File: src/rtl/cds_pkg.sv
// Shared types, constants and calendar functions of the calendar date shift unit.
// Used by cds_div12, calendar_date_shift_unit and the testbench; depends on nothing.
package cds_pkg;

  localparam int AMOUNT_BITS = 16;
  localparam int YEAR_W      = 14;
  localparam int MONTH_IN_W  = 7;
  localparam int DAY_IN_W    = 7;
  localparam int MONTH_W     = 4;
  localparam int DAY_W       = 5;
  localparam int STATUS_W    = 2;
  localparam int CMD_W       = 2;

  // working width of signed year and month sums, and of the divider magnitude
  localparam int SUM_W = ((AMOUNT_BITS > YEAR_W) ? AMOUNT_BITS : YEAR_W) + 2;
  localparam int DIV_W = SUM_W - 1;

  localparam int YEAR_MAX        = 9999;
  localparam int MONTHS_PER_YEAR = 12;
  localparam int LEAP_DAY        = 29;

  // y divisible by 25 iff (y * inverse of 25 mod 2^14) <= floor((2^14 - 1) / 25)
  localparam logic [YEAR_W-1:0] INV25       = YEAR_W'(7209);
  localparam logic [YEAR_W-1:0] DIV25_LIMIT = YEAR_W'(((1 << YEAR_W) - 1) / 25);

  localparam logic [CMD_W-1:0] CMD_DAYS   = CMD_W'(0);
  localparam logic [CMD_W-1:0] CMD_MONTHS = CMD_W'(1);
  localparam logic [CMD_W-1:0] CMD_YEARS  = CMD_W'(2);

  typedef enum logic [STATUS_W-1:0] {
    STAT_OK,
    STAT_BAD_DATE,
    STAT_RANGE
  } status_t;

  typedef enum logic [2:0] {
    ST_IDLE,
    ST_CHECK,
    ST_DIV_WAIT,
    ST_MONTH_YEAR,
    ST_MONTH_FIX,
    ST_YEAR_FIX,
    ST_DAY_STEP,
    ST_FINISH
  } state_t;

  typedef struct packed {
    logic             start;
    logic [DIV_W-1:0] dividend;
  } div_req_t;

  typedef struct packed {
    logic             done;
    logic [DIV_W-1:0] quotient;
    logic [MONTH_W-1:0] remainder;
  } div_rsp_t;

  function automatic logic leap_year(input logic [YEAR_W-1:0] y);
    logic [YEAR_W-1:0] prod;
    logic              div25;
    prod  = y * INV25;
    div25 = (prod <= DIV25_LIMIT);
    return ((y[1:0] == 2'b00) && !div25) || ((y[3:0] == 4'b0000) && div25);
  endfunction

  function automatic logic [DAY_W-1:0] month_days(input logic [MONTH_W-1:0] m,
                                                   input logic leap);
    logic [DAY_W-1:0] len;
    case (m) inside
      4'd2:                   len = leap ? DAY_W'(29) : DAY_W'(28);
      4'd4, 4'd6, 4'd9, 4'd11: len = DAY_W'(30);
      default:                len = DAY_W'(31);
    endcase
    return len;
  endfunction

endpackage

File: src/rtl/cds_div12.sv
// Divide by twelve via a reciprocal multiply; start registers the dividend, then the quotient.
// Depends on cds_pkg for widths and the request and response structs.
module cds_div12
  import cds_pkg::*;
(
  input  logic     clk,
  input  logic     rst_n,
  input  div_req_t req,
  output div_rsp_t rsp
);

  // x / 12 == (x >> 2) / 3; the rounded-up reciprocal of 3 is exact below 2^NUM_W
  localparam int NUM_W  = DIV_W - 2;
  localparam int QUO_SH = NUM_W + 1;
  localparam logic [NUM_W-1:0] RECIP3 = NUM_W'(((64'd1 << QUO_SH) + 64'd2) / 64'd3);

  logic                 busy_r, busy_nxt;
  logic                 done_r, done_nxt;
  logic [DIV_W-1:0]     num_r, num_nxt;
  logic [DIV_W-1:0]     quo_r, quo_nxt;
  logic [2*NUM_W-1:0]   prod;
  logic [MONTH_W-1:0]   times12;

  assign prod    = {{NUM_W{1'b0}}, num_r[DIV_W-1:2]} * {{NUM_W{1'b0}}, RECIP3};
  assign times12 = {quo_r[0], 3'b000} + {quo_r[1:0], 2'b00};

  always_comb begin
    busy_nxt = 1'b0;
    done_nxt = 1'b0;
    num_nxt  = num_r;
    quo_nxt  = quo_r;
    if (req.start) begin
      busy_nxt = 1'b1;
      num_nxt  = req.dividend;
    end else if (busy_r) begin
      quo_nxt  = {{(DIV_W - NUM_W + 1){1'b0}}, prod[2*NUM_W-1:QUO_SH]};
      done_nxt = 1'b1;
    end
  end

  always_ff @(posedge clk) begin
    if (!rst_n) begin
      busy_r <= 1'b0;
      done_r <= 1'b0;
    end else begin
      busy_r <= busy_nxt;
      done_r <= done_nxt;
    end
    num_r <= num_nxt;
    quo_r <= quo_nxt;
  end

  assign rsp.done      = done_r;
  assign rsp.quotient  = quo_r;
  assign rsp.remainder = num_r[MONTH_W-1:0] - times12;

endmodule

File: src/rtl/calendar_date_shift_unit.sv
// Calendar date shift unit: shifts a Gregorian date by days, months or years.
// Depends on cds_pkg and instantiates cds_div12.
//
// One beat in, one beat out; the unit works on one date at a time and holds
// in_ready low until the result is in the output register. A shift by months
// waits in ST_DIV_WAIT on the reciprocal divide by twelve. A shift by days
// walks the calendar one month per cycle. An invalid input date gives
// STAT_BAD_DATE. The next date is taken while a result still waits for
// out_ready.
module calendar_date_shift_unit
  import cds_pkg::*;
(
  input  logic                   clk,
  input  logic                   rst_n,
  input  logic                   in_valid,
  output logic                   in_ready,
  input  logic [YEAR_W-1:0]      in_start_year,
  input  logic [MONTH_IN_W-1:0]  in_start_month,
  input  logic [DAY_IN_W-1:0]    in_start_day,
  input  logic [AMOUNT_BITS-1:0] in_amount,
  input  logic [CMD_W-1:0]       in_command,
  output logic                   out_valid,
  input  logic                   out_ready,
  output logic [YEAR_W-1:0]      out_result_year,
  output logic [MONTH_W-1:0]     out_result_month,
  output logic [DAY_W-1:0]       out_result_day,
  output logic [STATUS_W-1:0]    out_status
);

  localparam logic [SUM_W-1:0]   SUM_YEAR_MAX = SUM_W'(YEAR_MAX);
  localparam logic [YEAR_W-1:0]  YEAR_LAST    = YEAR_W'(YEAR_MAX);
  localparam logic [MONTH_W-1:0] MONTH_LAST   = MONTH_W'(MONTHS_PER_YEAR);
  localparam logic [DAY_W-1:0]   DAY_LEAP     = DAY_W'(LEAP_DAY);
  localparam logic [MONTH_W:0]   TWELVE       = (MONTH_W + 1)'(MONTHS_PER_YEAR);

  state_t                   state_r, state_nxt;
  status_t                  st_r, st_nxt;
  logic [YEAR_W-1:0]        y_r, y_nxt;
  logic [MONTH_IN_W-1:0]    m_raw_r, m_raw_nxt;
  logic [DAY_IN_W-1:0]      d_raw_r, d_raw_nxt;
  logic [MONTH_W-1:0]       m_r, m_nxt;
  logic [DAY_W-1:0]         d_r, d_nxt;
  logic [AMOUNT_BITS-1:0]   amt_r, amt_nxt;
  logic [CMD_W-1:0]         cmd_r, cmd_nxt;
  logic [AMOUNT_BITS-1:0]   rem_r, rem_nxt;
  logic                     back_r, back_nxt;
  logic                     neg_r, neg_nxt;
  logic [SUM_W-1:0]         sum_r, sum_nxt;

  logic                     out_valid_r, out_valid_nxt;
  logic [YEAR_W-1:0]        out_year_r, out_year_nxt;
  logic [MONTH_W-1:0]       out_month_r, out_month_nxt;
  logic [DAY_W-1:0]         out_day_r, out_day_nxt;
  status_t                  out_st_r, out_st_nxt;

  // shared calendar unit
  logic [YEAR_W-1:0]        cal_y;
  logic [MONTH_W-1:0]       cal_m;
  logic                     cal_leap;
  logic [DAY_W-1:0]         cal_dim;

  logic [MONTH_W-1:0]       prev_m;
  logic [YEAR_W-1:0]        prev_y;
  logic [SUM_W-1:0]         y_ext, amt_ext, ysum, nsum, nmag;
  logic [AMOUNT_BITS-1:0]   left_ext, d_ext;
  logic [DAY_W-1:0]         left;
  logic [SUM_W-1:0]         q_ext;
  logic [MONTH_W:0]         r_fix;
  logic                     y_in_ok, m_in_ok, d_in_ok;

  div_req_t                 div_req;
  div_rsp_t                 div_rsp;

  cds_div12 u_div (
    .clk   (clk),
    .rst_n (rst_n),
    .req   (div_req),
    .rsp   (div_rsp)
  );

  assign prev_m = (m_r == MONTH_W'(1)) ? MONTH_LAST : m_r - MONTH_W'(1);
  assign prev_y = (m_r == MONTH_W'(1)) ? y_r - YEAR_W'(1) : y_r;

  always_comb begin
    cal_y = y_r;
    cal_m = m_r;
    if (state_r == ST_CHECK) begin
      cal_m = m_raw_r[MONTH_W-1:0];
    end else if (state_r == ST_DAY_STEP && back_r) begin
      cal_y = prev_y;
      cal_m = prev_m;
    end
  end

  assign cal_leap = leap_year(cal_y);
  assign cal_dim  = month_days(cal_m, cal_leap);

  assign y_ext    = {{(SUM_W - YEAR_W){1'b0}}, y_r};
  assign amt_ext  = {{(SUM_W - AMOUNT_BITS){amt_r[AMOUNT_BITS-1]}}, amt_r};
  assign ysum     = y_ext + amt_ext;
  assign nsum     = {{(SUM_W - MONTH_W){1'b0}}, m_raw_r[MONTH_W-1:0]} - SUM_W'(1) + amt_ext;
  assign nmag     = nsum[SUM_W-1] ? -nsum : nsum;
  assign left     = cal_dim - d_r;
  assign left_ext = {{(AMOUNT_BITS - DAY_W){1'b0}}, left};
  assign d_ext    = {{(AMOUNT_BITS - DAY_W){1'b0}}, d_r};

  assign y_in_ok = (y_r != '0) && (y_r <= YEAR_LAST);
  assign m_in_ok = (m_raw_r != '0) && (m_raw_r <= MONTH_IN_W'(MONTHS_PER_YEAR));
  assign d_in_ok = (d_raw_r != '0) && (d_raw_r <= {{(DAY_IN_W - DAY_W){1'b0}}, cal_dim});

  assign q_ext = {1'b0, div_rsp.quotient};
  assign r_fix = (neg_r && div_rsp.remainder != '0) ?
                 TWELVE - {1'b0, div_rsp.remainder} : {1'b0, div_rsp.remainder};

  always_comb begin
    state_nxt        = state_r;
    st_nxt           = st_r;
    y_nxt            = y_r;
    m_raw_nxt        = m_raw_r;
    d_raw_nxt        = d_raw_r;
    m_nxt            = m_r;
    d_nxt            = d_r;
    amt_nxt          = amt_r;
    cmd_nxt          = cmd_r;
    rem_nxt          = rem_r;
    back_nxt         = back_r;
    neg_nxt          = neg_r;
    sum_nxt          = sum_r;
    out_valid_nxt    = out_valid_r && !out_ready;
    out_year_nxt     = out_year_r;
    out_month_nxt    = out_month_r;
    out_day_nxt      = out_day_r;
    out_st_nxt       = out_st_r;
    in_ready         = 1'b0;
    div_req.start    = 1'b0;
    div_req.dividend = nmag[DIV_W-1:0];

    unique case (state_r)
      ST_IDLE: begin
        in_ready = 1'b1;
        if (in_valid) begin
          y_nxt     = in_start_year;
          m_raw_nxt = in_start_month;
          d_raw_nxt = in_start_day;
          amt_nxt   = in_amount;
          cmd_nxt   = in_command;
          st_nxt    = STAT_OK;
          state_nxt = ST_CHECK;
        end
      end

      ST_CHECK: begin
        m_nxt = m_raw_r[MONTH_W-1:0];
        d_nxt = d_raw_r[DAY_W-1:0];
        if (!(y_in_ok && m_in_ok && d_in_ok)) begin
          st_nxt    = STAT_BAD_DATE;
          state_nxt = ST_FINISH;
        end else begin
          case (cmd_r)
            CMD_MONTHS: begin
              div_req.start = 1'b1;
              neg_nxt       = nsum[SUM_W-1];
              state_nxt     = ST_DIV_WAIT;
            end
            CMD_YEARS: begin
              if (ysum[SUM_W-1] || ysum == '0 || ysum > SUM_YEAR_MAX) begin
                st_nxt    = STAT_RANGE;
                state_nxt = ST_FINISH;
              end else begin
                y_nxt     = ysum[YEAR_W-1:0];
                state_nxt = ST_YEAR_FIX;
              end
            end
            default: begin
              back_nxt  = amt_r[AMOUNT_BITS-1];
              rem_nxt   = amt_r[AMOUNT_BITS-1] ? -amt_r : amt_r;
              state_nxt = ST_DAY_STEP;
            end
          endcase
        end
      end

      ST_DIV_WAIT: begin
        if (div_rsp.done) begin
          if (!neg_r) begin
            sum_nxt = q_ext;
          end else if (div_rsp.remainder == '0) begin
            sum_nxt = -q_ext;
          end else begin
            sum_nxt = ~q_ext;
          end
          m_nxt     = MONTH_W'(r_fix + (MONTH_W + 1)'(1));
          state_nxt = ST_MONTH_YEAR;
        end
      end

      ST_MONTH_YEAR: begin
        if ((y_ext + sum_r) == '0 || (y_ext + sum_r) > SUM_YEAR_MAX ||
            sum_nxt[SUM_W-1] && (y_ext + sum_r) > y_ext) begin
          st_nxt    = STAT_RANGE;
          state_nxt = ST_FINISH;
        end else begin
          y_nxt     = YEAR_W'(y_ext + sum_r);
          state_nxt = ST_MONTH_FIX;
        end
      end

      ST_MONTH_FIX: begin
        if (m_r == MONTH_W'(2) && d_r == DAY_LEAP && !cal_leap) begin
          m_nxt = MONTH_W'(3);
          d_nxt = DAY_W'(1);
        end else if (d_r > cal_dim) begin
          d_nxt = cal_dim;
        end
        state_nxt = ST_FINISH;
      end

      ST_YEAR_FIX: begin
        if (m_r == MONTH_W'(2) && d_r == DAY_LEAP && !cal_leap) begin
          d_nxt = DAY_W'(28);
        end
        state_nxt = ST_FINISH;
      end

      ST_DAY_STEP: begin
        if (!back_r) begin
          if (rem_r <= left_ext) begin
            d_nxt     = d_r + rem_r[DAY_W-1:0];
            state_nxt = ST_FINISH;
          end else if (m_r == MONTH_LAST && y_r == YEAR_LAST) begin
            st_nxt    = STAT_RANGE;
            state_nxt = ST_FINISH;
          end else begin
            rem_nxt = rem_r - left_ext - AMOUNT_BITS'(1);
            d_nxt   = DAY_W'(1);
            if (m_r == MONTH_LAST) begin
              y_nxt = y_r + YEAR_W'(1);
              m_nxt = MONTH_W'(1);
            end else begin
              m_nxt = m_r + MONTH_W'(1);
            end
          end
        end else begin
          if (rem_r < d_ext) begin
            d_nxt     = d_r - rem_r[DAY_W-1:0];
            state_nxt = ST_FINISH;
          end else if (m_r == MONTH_W'(1) && y_r == YEAR_W'(1)) begin
            st_nxt    = STAT_RANGE;
            state_nxt = ST_FINISH;
          end else begin
            rem_nxt = rem_r - d_ext;
            y_nxt   = prev_y;
            m_nxt   = prev_m;
            d_nxt   = cal_dim;
          end
        end
      end

      ST_FINISH: begin
        if (!out_valid_r || out_ready) begin
          out_valid_nxt = 1'b1;
          out_st_nxt    = st_r;
          if (st_r == STAT_OK) begin
            out_year_nxt  = y_r;
            out_month_nxt = m_r;
            out_day_nxt   = d_r;
          end else begin
            out_year_nxt  = '0;
            out_month_nxt = '0;
            out_day_nxt   = '0;
          end
          state_nxt = ST_IDLE;
        end
      end

      default: begin
        state_nxt = ST_IDLE;
      end
    endcase
  end

  always_ff @(posedge clk) begin
    if (!rst_n) begin
      state_r     <= ST_IDLE;
      out_valid_r <= 1'b0;
    end else begin
      state_r     <= state_nxt;
      out_valid_r <= out_valid_nxt;
    end
    st_r        <= st_nxt;
    y_r         <= y_nxt;
    m_raw_r     <= m_raw_nxt;
    d_raw_r     <= d_raw_nxt;
    m_r         <= m_nxt;
    d_r         <= d_nxt;
    amt_r       <= amt_nxt;
    cmd_r       <= cmd_nxt;
    rem_r       <= rem_nxt;
    back_r      <= back_nxt;
    neg_r       <= neg_nxt;
    sum_r       <= sum_nxt;
    out_year_r  <= out_year_nxt;
    out_month_r <= out_month_nxt;
    out_day_r   <= out_day_nxt;
    out_st_r    <= out_st_nxt;
  end

  assign out_valid        = out_valid_r;
  assign out_result_year  = out_year_r;
  assign out_result_month = out_month_r;
  assign out_result_day   = out_day_r;
  assign out_status       = out_st_r;

  a_accept_to_check: assert property (@(posedge clk) disable iff (!rst_n)
    (in_valid && in_ready) |=> (state_r == ST_CHECK))
    else $error("accepted beat did not start the date check");

  a_fail_zeroes: assert property (@(posedge clk) disable iff (!rst_n)
    (out_valid && out_status != STAT_OK) |->
      (out_result_year == '0 && out_result_month == '0 && out_result_day == '0))
    else $error("failed shift carries a nonzero date");

  a_ok_date_sane: assert property (@(posedge clk) disable iff (!rst_n)
    (out_valid && out_status == STAT_OK) |->
      (out_result_month != '0 && out_result_month <= MONTH_LAST &&
       out_result_day != '0 && out_result_year != '0))
    else $error("good result holds an impossible date");

  a_walk_date_sane: assert property (@(posedge clk) disable iff (!rst_n)
    (state_r == ST_DAY_STEP) |->
      (d_r != '0 && m_r != '0 && m_r <= MONTH_LAST && y_r != '0))
    else $error("day walk left the calendar");

  a_div_done_in_wait: assert property (@(posedge clk) disable iff (!rst_n)
    div_rsp.done |-> (state_r == ST_DIV_WAIT))
    else $error("divider finished outside the month shift");

endmodule

File: config.mk
export PLATFORM = sky130hd
export DESIGN_NAME = calendar_date_shift_unit
export DESIGN_NICKNAME = d
export VERILOG_FILES = /design/src/rtl/cds_pkg.sv /design/src/rtl/cds_div12.sv /design/src/rtl/calendar_date_shift_unit.sv
export SDC_FILE = /design/constraint.sdc
export NUM_CORES = 1
export LEC_CHECK = 0
export BUFFER_PORTS_ARGS = -buffer_cell sky130_fd_sc_hd__buf_2
export CAP_MARGIN = 10
export CORE_UTILIZATION = 45
export DETAILED_ROUTE_END_ITERATION = 16
export GPL_TIMING_DRIVEN = 0
export PLACE_DENSITY = 0.62
export SLEW_MARGIN = 30
export SYNTH_ARGS = -nofsm -noshare
export SYNTH_HDL_FRONTEND = slang
export SYNTH_SLANG_ARGS = --single-unit
File: constraint.sdc
create_clock -name clk -period 11.6 [get_ports clk]
set_input_delay 0.58 -clock clk [delete_from_list [all_inputs] [get_ports clk]]
set_output_delay 0.58 -clock clk [all_outputs]
set_load 0.01 [all_outputs]
### After elaboration in Yosys (flattened, before gate mapping)

Cells that the tools add are included.

* add/subtract/negate cells: 21
* multiply operators: 2
* magnitude comparators: 10
* eq/ne operators: 45
* muxes and demuxes: 84
* bitwise gates (word level): 4
* reduce and logical (&&, ||, !) cells: 56

Operators with widths (number)
* two-way mux 14 bit: 15
* two-way mux 16 bit: 8
* case mux 14 bit (4 select lines): 1
* two-way mux 4 bit: 12
* two-way mux 5 bit: 8
* > comparator 18 x 14 -> 1 bit, second input constant: 2
* logical NOT 18 bit: 2
* case mux 16 bit (2 select lines): 1
* subtractor 16 x 5 -> 16 bit: 2
* multiplier 15 x 14 -> 29 bit, second input constant: 1
* two-way mux 3 bit: 9
* two-way mux 2 bit: 13
* case mux 3 bit (7 select lines): 1
* case mux 5 bit (4 select lines): 1
* adder 14 x 18 -> 18 bit: 1
* > comparator 18 x 14 -> 1 bit: 1
* two-way mux 18 bit: 1
* negator 14 -> 18 bit: 1
* inverter 14 -> 18 bit: 1
* adder 15 x 16 -> 17 bit: 1
* adder 5 x 16 -> 17 bit: 1
* two-way mux 17 bit: 1
* negator 17 bit: 1
* less-or-equal comparator 16 x 5 -> 1 bit: 1
* other kinds (60): 136

* flip-flop bits (word level): 155
* input port bits: 50
* logic and storage cells: 246

### Logic depth before layout (Yosys ltp)

Gate-level depths: netlist of the first run.

* depth in word-level cells: 18
* gate-level depth with buffers: 39
* gate-level depth less buffers: 38

### Cells and area by module

A second synthesis of the first run with hierarchy kept.

* cells, all modules: 1840
* area, all modules: 17121.4 um^2

By module, submodules not included
* calendar_date_shift_unit: instances 1, cells each 1356, area an instance 12169.2 um^2, sequential area each 3623.5 um^2
* cds_div12: instances 1, cells each 484, area an instance 4952.2 um^2, sequential area each 970.9 um^2

### Worst setup path before layout of the first run

Ideal clock, no wire load.

* kind: register to register
* from: reg m_r[1]
* to: reg rem_r[0] (enable)
* arrival: 8.694 ns
* data required time: 11.191 ns
* setup slack: 2.497 ns
* cell stages (with the launch flop): 34
* buffers on the path: 0
* cell sequence: edfxtp_1 inv_1 ha_1 or3b_4 nor2_1 nor2_1 a21oi_1 inv_1 fa_1 inv_1 ha_1 ha_1 inv_1 fa_1 fa_1 inv_1 ha_1 o41a_2 o2111ai_1 o41ai_2 a211oi_2 inv_1 ha_1 fa_1 nand3_1 xnor2_1 ha_1 nand4b_1 o21bai_1 a31oi_1 nor3_1 o32ai_1 nor2_1 nor3_1

* word-level cells in the longest chain between the ends: 16
* elaborated cells between the ends (all ways): 38
* those cells by class: add/sub (2); mul (1); order compare (3); eq/ne (11); mux (9); reduce/logical (12)

RTL lines
* start, declared: line calendar_date_shift_unit.sv:41 `logic [MONTH_W-1:0] m_r, m_nxt;`
* start signal, assigned: line calendar_date_shift_unit.sv:294 `m_r <= m_nxt;`
* branches (longest 15 deep; another with multiplier 14 x 13 -> 14 bit)
* AND reduction 7 bit (no source line) (*)
* end signal, assigned: line calendar_date_shift_unit.sv:298 `rem_r <= rem_nxt;`
* end, declared: line calendar_date_shift_unit.sv:45 `logic [AMOUNT_BITS-1:0] rem_r, rem_nxt;`

Every way passes the cells marked *.
A chain may end at the register's enable or synchronous reset.

### Worst setup path after layout of the first run

* from: reg m_r[1]
* to: reg m_r[1] (enable)

* word-level cells in the longest chain between the ends: 15
* elaborated cells between the ends (all ways): 39
* those cells by class: add/sub (2); mul (1); order compare (2); eq/ne (12); mux (9); reduce/logical (13)

RTL lines
* equality test 4 x 1 -> 1 bit: line calendar_date_shift_unit.sv:81, calendar_date_shift_unit.sv:82, calendar_date_shift_unit.sv:247
* two-way mux 14 bit: line calendar_date_shift_unit.sv:82 `assign prev_y = (m_r == MONTH_W'(1)) ? y_r - YEAR_W'(1) : y_r;`
* two-way mux 14 bit: line calendar_date_shift_unit.sv:89 `end else if (state_r == ST_DAY_STEP && back_r) begin`
* two-way mux 14 bit: line calendar_date_shift_unit.sv:87 `if (state_r == ST_CHECK) begin`
* multiplier 14 x 13 -> 14 bit: line cds_pkg.sv:61 `prod = y * INV25;`
* less-or-equal comparator 14 x 10 -> 1 bit: line cds_pkg.sv:62 `div25 = (prod <= DIV25_LIMIT);`
* logical NOT 1 bit: line cds_pkg.sv:63 `return ((y[1:0] == 2'b00) && !div25) || ((y[3:0] == 4'b0000) && div25);`
* logical AND 1 bit: line cds_pkg.sv:63
* logical OR 1 bit: line cds_pkg.sv:63
* two-way mux 1 bit: line cds_pkg.sv:70 `4'd2: len = leap ? DAY_W'(29) : DAY_W'(28);`
* two-way mux 2 bit: line cds_pkg.sv:69 `case (m) inside`
* subtractor 5 bit: line calendar_date_shift_unit.sv:103 `assign left = cal_dim - d_r;`
* less-or-equal comparator 16 x 5 -> 1 bit: line calendar_date_shift_unit.sv:227 `if (rem_r <= left_ext) begin`
* != test 3 bit (no source line)
* AND reduction 7 bit (no source line) (*)

Mark *: on every way between the ends. The rest lies on a longest branch, timed or not.

==> impl_summary.txt, run 1 <==
----------------------------------------------------
[Run status]
  Result of the run ... completed

[Floorplan]
  Starting Density ... 46.1%
  Die width ... 196 um
  Die Outline Area ... 0.0386 mm2
  Site row count ... 70
  Core outline area ... 0.0369 mm2
  Die boundary height ... 196 um
  Io pins ... 77

[Synth]
  Post-Synthesis Mean Instance Area ... about 9.4 um2
  Number of warning messages in the yosys log ... 0
  Predominant post-synthesis flop cell ... edfxtp_1
  Ys async rst share ... 0%
  Post-synthesis cell type count ... 95
  Share of synthesized area occupied by flip-flops and latches ... 27.0%
  Area share of the largest cell type after synthesis ... 26.3%
  Top area cells in the synthesized netlist ... edfxtp_1 (26%), ha_1 (17%), fa_1 (9.7%)
  Cell area after synthesis ... 0.0170 mm2
  Leading area contributor after synthesis ... edfxtp_1
  EDFF count, synth ... 149
  Syn nets ... 2185
  Cells after Synth ... 1817
  Seq cells post-synth ... 155

[Worst setup path]
  Kind of cell adding the most delay to the critical path ... compound AO/OA/AOI/OAI gates
  Critical Path Fanout Max ... 9
  Arrival time at the worst endpoint ... 10440 ps
  Most repeated library cell on the critical path ... ha_1
  Endpoint class of the critical path ... flop
  Endpoint required time on the critical path ... 11680 ps
  Crit path launch type ... flop
  Startpoint-to-endpoint class of the critical path ... flop to flop
  Register-to-Register Setup Slack ... 1230 ps
  Cell type of the slowest stage on the worst timing path ... fa_1
  First element of the critical path ... m_r[1]$_DFFE_PP_
  CP max stage delay ... 530 ps
  End of the worst register-to-register path ... m_r[1]$_DFFE_PP_
  R2R Path Start ... m_r[1]$_DFFE_PP_
  Worst Reg-to-Reg Cells ... 37
  Buffering stage count on the worst path with inverters included ... 4

[Routing]
  Via count ... 14.0k
  DRT Pass-1 Iters ... 8
  Total Wirelength ... 46500 um
  Number of DRC violations after detailed routing ... 0
  Drt first-iter violations ... 990
  Detail Route Antenna Nets ... 0
  Mean number of vias per cell ... 5.76
  Wirelength per Cell ... between 15 and 20 um

[Power]
  Share of total power in sequential cells ... 25.2%
  Total internal power ... between 1.5 and 2 mW
  Pwr per Cell Area ... 164 mW/mm2
  Net switching component of the power ... 1.33 mW
  Static leakage ... between 8 and 9 nW
  Worst-case vdd ir drop ... 0.149 mV
  Combinational share of power ... 55.7%
  Clock network fraction of total power ... 19.1%
  Switching portion of total power ... 43.2%

[Run]
  Count of max-cap constraint violations ... 0

[Clock tree]
  Worst skew pair latency ... between 400 and 500 ps
  Inserted Clock Buffers ... 17
  Number of buffers inserted to repair setup after CTS ... 0
  Clock Sink Count ... 155
  Clock-pin slew of the registers on the worst-case setup and hold paths ... roughly 70 ps
  Root Buffer Master ... clkbuf_16
  CTS H-tree depth ... 4
  Largest buffer count on any clock path ... 2
  CTS tree ... yes
  Hold buffers post-CTS ... 0
  Cells resized by post-CTS repair ... 0

[Final layout]
  Fraction of final layout cells sized beyond drive strength 1 ... 8.60%
  Number of diodes ... 0
  Number of nets in the layout ... 2285
  Fill count ... 3417
  Relative area change from synthesis to final layout ... 10.1%
  Summed area of non-filler cells in the final layout ... 0.0187 mm2
  Multi-input gate area in the final layout ... ~0.011 mm2
  Sequential cell area ... 0.00459 mm2

[Timing]
  Max Clk Rate ... 96.5 MHz
  Max Slew Vio Count ... 0
  Setup repair after global routing missed its margin ... false
  Setup TNS after final layout ... 0 ps
  Final Hold Vio Count ... 0
  Period minus WS final ... 10370 ps
  Worst setup skew after layout ... 20.1 ps
  Final setup viols ... 0
  Worst slew margin relative to its limit ... 36.4%
  Period utilisation layout ... 89.4%
  Worst Max-Slew Pin Slew ... 942 ps

[Min path]
  Hold Path Cell Cnt ... 1
  Source of the worst hold timing path ... in_command[1]
  Worst Hold End ... cmd_r[1]$_DFFE_PP_
  Min-Delay Path Class ... input port to flop

[Global route]
  Aggregate global routing overflow ... 0
  Global Route Usage Sum ... 24.5%
  Number of antenna violations at the first check in global routing ... 0
  Global-route wire length before repair ... 73300 um
  Pin count of the biggest net entering global routing ... 26
  Vias in the first global route ... 13.7k

[Place]
  IO Port Bufs ... 76
  Placed standard-cell area ... approximately 0.018 mm2
  Placer's final routability congestion estimate ... 0.981
  Detail Placement HPWL ... 38300 um

----------------------------------------------------
## routing by layer
metal  vias up  share of wire (%)  routed length [um]  track usage, %
li1       6745                  -                   -               -
met1      6796                 44               20600            31.9
met2       411                 48               22500            42.2
met3        69                4.7                2190            2.87
met4         0                2.7                1240            8.13
met5         -                  0                   0               0
## cell usage after synthesis, types with 24 or more instances
cell	number
fa_1	82
nand3_1	40
xor2_1	32
nor3_1	63
nand2_1	106
edfxtp_1	149
a21o_1	24
clkbuf_1	38
ha_1	236
a21oi_1	105
inv_1	240
nor2_1	110
xnor2_1	106
nand4_1	25
o21ai_0	90
## placed cells by master (no fill, tap or decap), drive strengths merged, types with 82 or more instances in the layout
| cell | synthesis | layout |
|---|---|---|
| a21oi | 105 | 105 |
| o21ai | 91 | 91 |
| inv | 240 | 243 |
| nand2 | 106 | 106 |
| xnor2 | 108 | 108 |
| edfxtp | 149 | 149 |
| nor2 | 110 | 110 |
| fa | 82 | 82 |
| ha | 236 | 236 |
| buf | 10 | 91 |
## worst register-to-register path, delay by kind of cell, from the launching register on
kind,cells,cell delay [ps]
DFF,1,510
and+or+nand+nor,10,2220
buffers and inverters,4,440
adders and majority gates,9,2790
AOI/OAI and AO/OA,11,3170
xor gates and xnor gates,3,870
## stage by stage
step / setup WS (ps) / instances / hold WS, ps / total power, mW / util (%)
final: 1230 / 2434 / 313 / 3.07 / 50.8
after global routing: 766 / 2434 / 302 / 3.30 / 50.8
after CTS: 1310 / 2434 / 297 / 3.07 / 50.8
after detailed placement: 1340 / 2402 / 539 / 2.47 / 49.2
after global placement: 254 / 2397 / 531 / 2.43 / 48.9
after floorplan: 2500 / 1817 / 455 / 2.04 / -
## registers in the layout (all words and copies together), names as in the netlist
signal,count
out_status,2
state_r,3
back_r,1
neg_r,1
u_div.num_r,17
m_raw_r,7
d_r,5
m_r,4
st_r,2
y_r,14
out_valid,1
u_div.quo_r,14
out_result_year,14
rem_r,16
sum_r,18
cmd_r,2
out_result_day,5
u_div.busy_r,1
out_result_month,4
d_raw_r,7
u_div.done_r,1
amt_r,16
## worst max-delay path by stage
stage / to / slack (ps) / cells after the start
2_1_floorplan: rem_r[0]$_DFFE_PP_ / 2500 / 33
3_3_place_gp: rem_r[9]$_DFFE_PP_ / 250 / 35
3_5_place_dp: m_r[2]$_DFFE_PP_ / 1340 / 37
4_1_cts: m_r[1]$_DFFE_PP_ / 1310 / 37
5_1_grt: m_r[0]$_DFFE_PP_ / 770 / 37
6_report: m_r[1]$_DFFE_PP_ / 1230 / 37
## area by class of cell
class                           instances  area share [%]
Clock buffer                           17            2.27
Inverter                              241            4.83
Multi-Input combinational cell       1365            60.1
Timing Repair Buffer                   81            2.38
Sequential cell                       155            24.5
Tap cell                              504            3.37
Buffer                                 56            1.61
Clock inverter                         15           0.915
## cells by family after synthesis
logic type      after synthesis  synth area share (%)
simple gates                468                  13.9
compound gates              424                  16.6
fa+ha+maj                   318                  27.0
buf+inv                     297                  7.09
flops                       155                  27.0
xor+xnor                    141                  7.50
mux                          14                 0.853
## power by group through the flow
stage                     logic (mW)  clock network (mW)  registers, mW
after floorplan                 1.29                   0          0.747
after global placement          1.64                   0          0.786
after detailed placement        1.69                   0          0.784
after CTS                       1.70               0.594          0.772
after global routing            1.91               0.613          0.778
final                           1.71               0.586          0.774
No activity file was read; power rests on OpenSTA's default activity.
==> run 2, diff against run 1 <==
--- a/config.mk
+++ b/config.mk
@@ -7,10 +7,10 @@
 export LEC_CHECK = 0
 export BUFFER_PORTS_ARGS = -buffer_cell sky130_fd_sc_hd__buf_2
 export CAP_MARGIN = 10
-export CORE_UTILIZATION = 45
+export CORE_UTILIZATION = 40
 export DETAILED_ROUTE_END_ITERATION = 16
 export GPL_TIMING_DRIVEN = 0
-export PLACE_DENSITY = 0.62
+export PLACE_DENSITY = 0.57
 export SLEW_MARGIN = 30
 export SYNTH_ARGS = -nofsm -noshare
 export SYNTH_HDL_FRONTEND = slang
==> run 2 against run 1 <==
Compared with the run above:
- critical path depth down 2
- clock power down 9.6%
- sequential power about the same
- utilization down 6.2 points
- final cell count up 1.4%
- combinational power about the same
- routed wire length up 0.24%
- non-clock buffer count unchanged
- largest power group unchanged
- largest cell class unchanged
- via count down 0.79%
- critical path type unchanged
- cell area about the same
==> impl_summary.txt, run 2 (synthesis results as in run 1) <==
----------------------------------------------------
[Run status]
  Result of the run ... completed

[Worst setup path]
  Crit path launch type ... flop
  Startpoint-to-endpoint class of the critical path ... flop to flop
  Kind of cell adding the most delay to the critical path ... adder cells
  Critical Path Fanout Max ... 7
  Endpoint required time on the critical path ... 11770 ps
  CP max stage delay ... between 500 and 600 ps
  Arrival time at the worst endpoint ... 10540 ps
  Cell type of the slowest stage on the worst timing path ... fa_1
  Endpoint class of the critical path ... flop
  Buffering stage count on the worst path with inverters included ... 8

[Place]
  IO Port Bufs ... between 70 and 80
  Placer's final routability congestion estimate ... 0.940
  Pre-CTS worst setup slack ... 1360 ps
  Detail Placement HPWL ... approximately 38000 um

[Power]
  Worst-case vdd ir drop ... 0.117 mV
  Pwr per Cell Area ... between 150 and 200 mW/mm2
  Net switching component of the power ... ~1.3 mW
  Static leakage ... 8.02 nW
  Share of total power in sequential cells ... 25.8%
  Clock network fraction of total power ... approximately 18%
  Combinational share of power ... ~56%
  Total internal power ... about 1.7 mW
  Switching portion of total power ... between 40% and 50%

[Clock tree]
  Cells resized by post-CTS repair ... 0
  CTS tree ... yes
  Inserted Clock Buffers ... 17
  Root Buffer Master ... clkbuf_16
  Clock Sink Count ... roughly 160
  Worst skew pair latency ... 460 ps
  Hold buffers post-CTS ... 0
  CTS H-tree depth ... 4
  Number of buffers inserted to repair setup after CTS ... 0
  Clock-pin slew of the registers on the worst-case setup and hold paths ... ~70 ps
  Largest buffer count on any clock path ... 2

[Timing]
  Period minus WS final ... 10370 ps
  Max Clk Rate ... 96.4 MHz
  Worst slew margin relative to its limit ... a little over a third
  Worst Setup Slack, final ... 1230 ps
  Setup TNS after final layout ... 0 ps
  Final setup viols ... 0
  Setup repair after global routing missed its margin ... false
  Worst Max-Slew Pin Slew ... 958 ps
  Period utilisation layout ... 89.4%
  Worst setup skew after layout ... 18.6 ps
  Max Slew Vio Count ... 0
  Final Hold Vio Count ... 0

[Final layout]
  Fraction of final layout cells sized beyond drive strength 1 ... 8.60%
  Most common cell after layout, fill and taps aside ... inv_1
  Number of diodes ... 0
  Max reg flops ... 18
  Biggest register ... sum_r
  Largest regs ... sum_r: 18 flops, u_div.num_r: 17 flops
  Fill count ... 4127
  Highest-count cells in the layout ignoring fill and taps ... inv_1 (240), ha_1 (236), edfxtp_1 (149)
  Number of nets in the layout ... 2285
  Relative area change from synthesis to final layout ... 10.0%

[Floorplan]
  Site row count ... 75
  Die Outline Area ... 0.0433 mm2
  Core outline area ... 0.0419 mm2
  Io pins ... 77
  Die boundary height ... between 200 and 250 um
  Starting Density ... between 40% and 50%
  Die width ... 208 um

[Routing]
  Total Wirelength ... 46600 um
  DRT Pass-1 Iters ... 6
  Drt first-iter violations ... 1185
  Detail Route Antenna Nets ... 0
  Wirelength per Cell ... 18.9 um
  Mean number of vias per cell ... 5.63
  Number of DRC violations after detailed routing ... 0
  Via count ... about 14k

[Global route]
  Global Route Usage Sum ... 21.8%
  Global-route wire length before repair ... roughly 73000 um
  Number of antenna violations at the first check in global routing ... 0
  Aggregate global routing overflow ... 0
  Pin count of the biggest net entering global routing ... 27
  Vias in the first global route ... 13.7k

[Min path]
  Min-Delay Path Class ... input port to flop

[Run]
  Count of max-cap constraint violations ... 0

----------------------------------------------------
==> run 2: cell types whose count changed in the layout (fill, tap and decap cells not counted), sizes merged <==
cell | before | now
clkinv | 8 | 10
clkinvlp | 2 | 3
bufinv | 3 | 0
==> run 2: metrics by stage <==
| stage | cells | area [um2] | total power [mW] | util [%] | hold WS, ps |
|---|---|---|---|---|---|
| after floorplan | 1817 | 17000 | 2.04 | - | 455 |
| after global placement | 2432 | 18100 | 2.43 | 43.1 | 509 |
| after detailed placement | 2437 | 18200 | 2.47 | 43.3 | 521 |
| after CTS | 2469 | 18700 | 3.01 | 44.6 | 278 |
| after global routing | 2469 | 18700 | 3.25 | 44.6 | 278 |
| final | 2469 | 18700 | 3.00 | 44.6 | 297 |
==> run 2: layout make-up <==
type | count | area (um2) | area share, %
multi-input cells | 1365 | 11300 | 60.1
flip-flops and latches | 155 | 4590 | 24.6
inverters | 241 | 905 | 4.83
well taps | 539 | 674 | 3.60
repair buffers | 81 | 442 | 2.36
clock buffers | 17 | 425 | 2.27
plain buffers | 56 | 302 | 1.61
clock inverters | 15 | 120 | 0.642
==> run 2: worst paths after layout <==
path,start,endpoint,slack (ps),cells after the start
min reg2reg,out_valid$_SDFF_PN0_,out_valid$_SDFF_PN0_,540,2
max,m_r[1]$_DFFE_PP_,rem_r[0]$_DFFE_PP_,1230,35
max reg2reg,m_r[1]$_DFFE_PP_,rem_r[0]$_DFFE_PP_,1230,35
min,in_start_month[1],m_raw_r[1]$_DFFE_PP_,300,1
==> run 2: worst register-to-register path, delay by kind of cell (launching register included) <==
family / cells / cell delay (ps)
AND/OR/NAND/NOR: 8 / 1950
XOR/XNOR: 1 / 110
buffers and inverters: 8 / 1050
adder cells (fa/ha/maj): 10 / 3800
AO/OA/AOI/OAI: 8 / 2670
flip-flops: 1 / 500
==> run 2: layer usage <==
metal  vias to the layer above  GRT usage [%]  share of wire [%]
met5                         -              0                  0
met4                         0           9.48                3.7
met3                        93           2.29                4.9
met2                       443           36.5                 47
met1                      6620           28.5                 45
li1                       6754              -                  -
==> run 2: power groups by stage <==
stage               clock, mW  combinational, mW  sequential (mW)
detailed placement          0               1.68            0.786
floorplan                   0               1.29            0.747
finish                  0.530               1.70            0.775
CTS                     0.538               1.70            0.774
global placement            0               1.64            0.787
global route            0.558               1.91            0.779
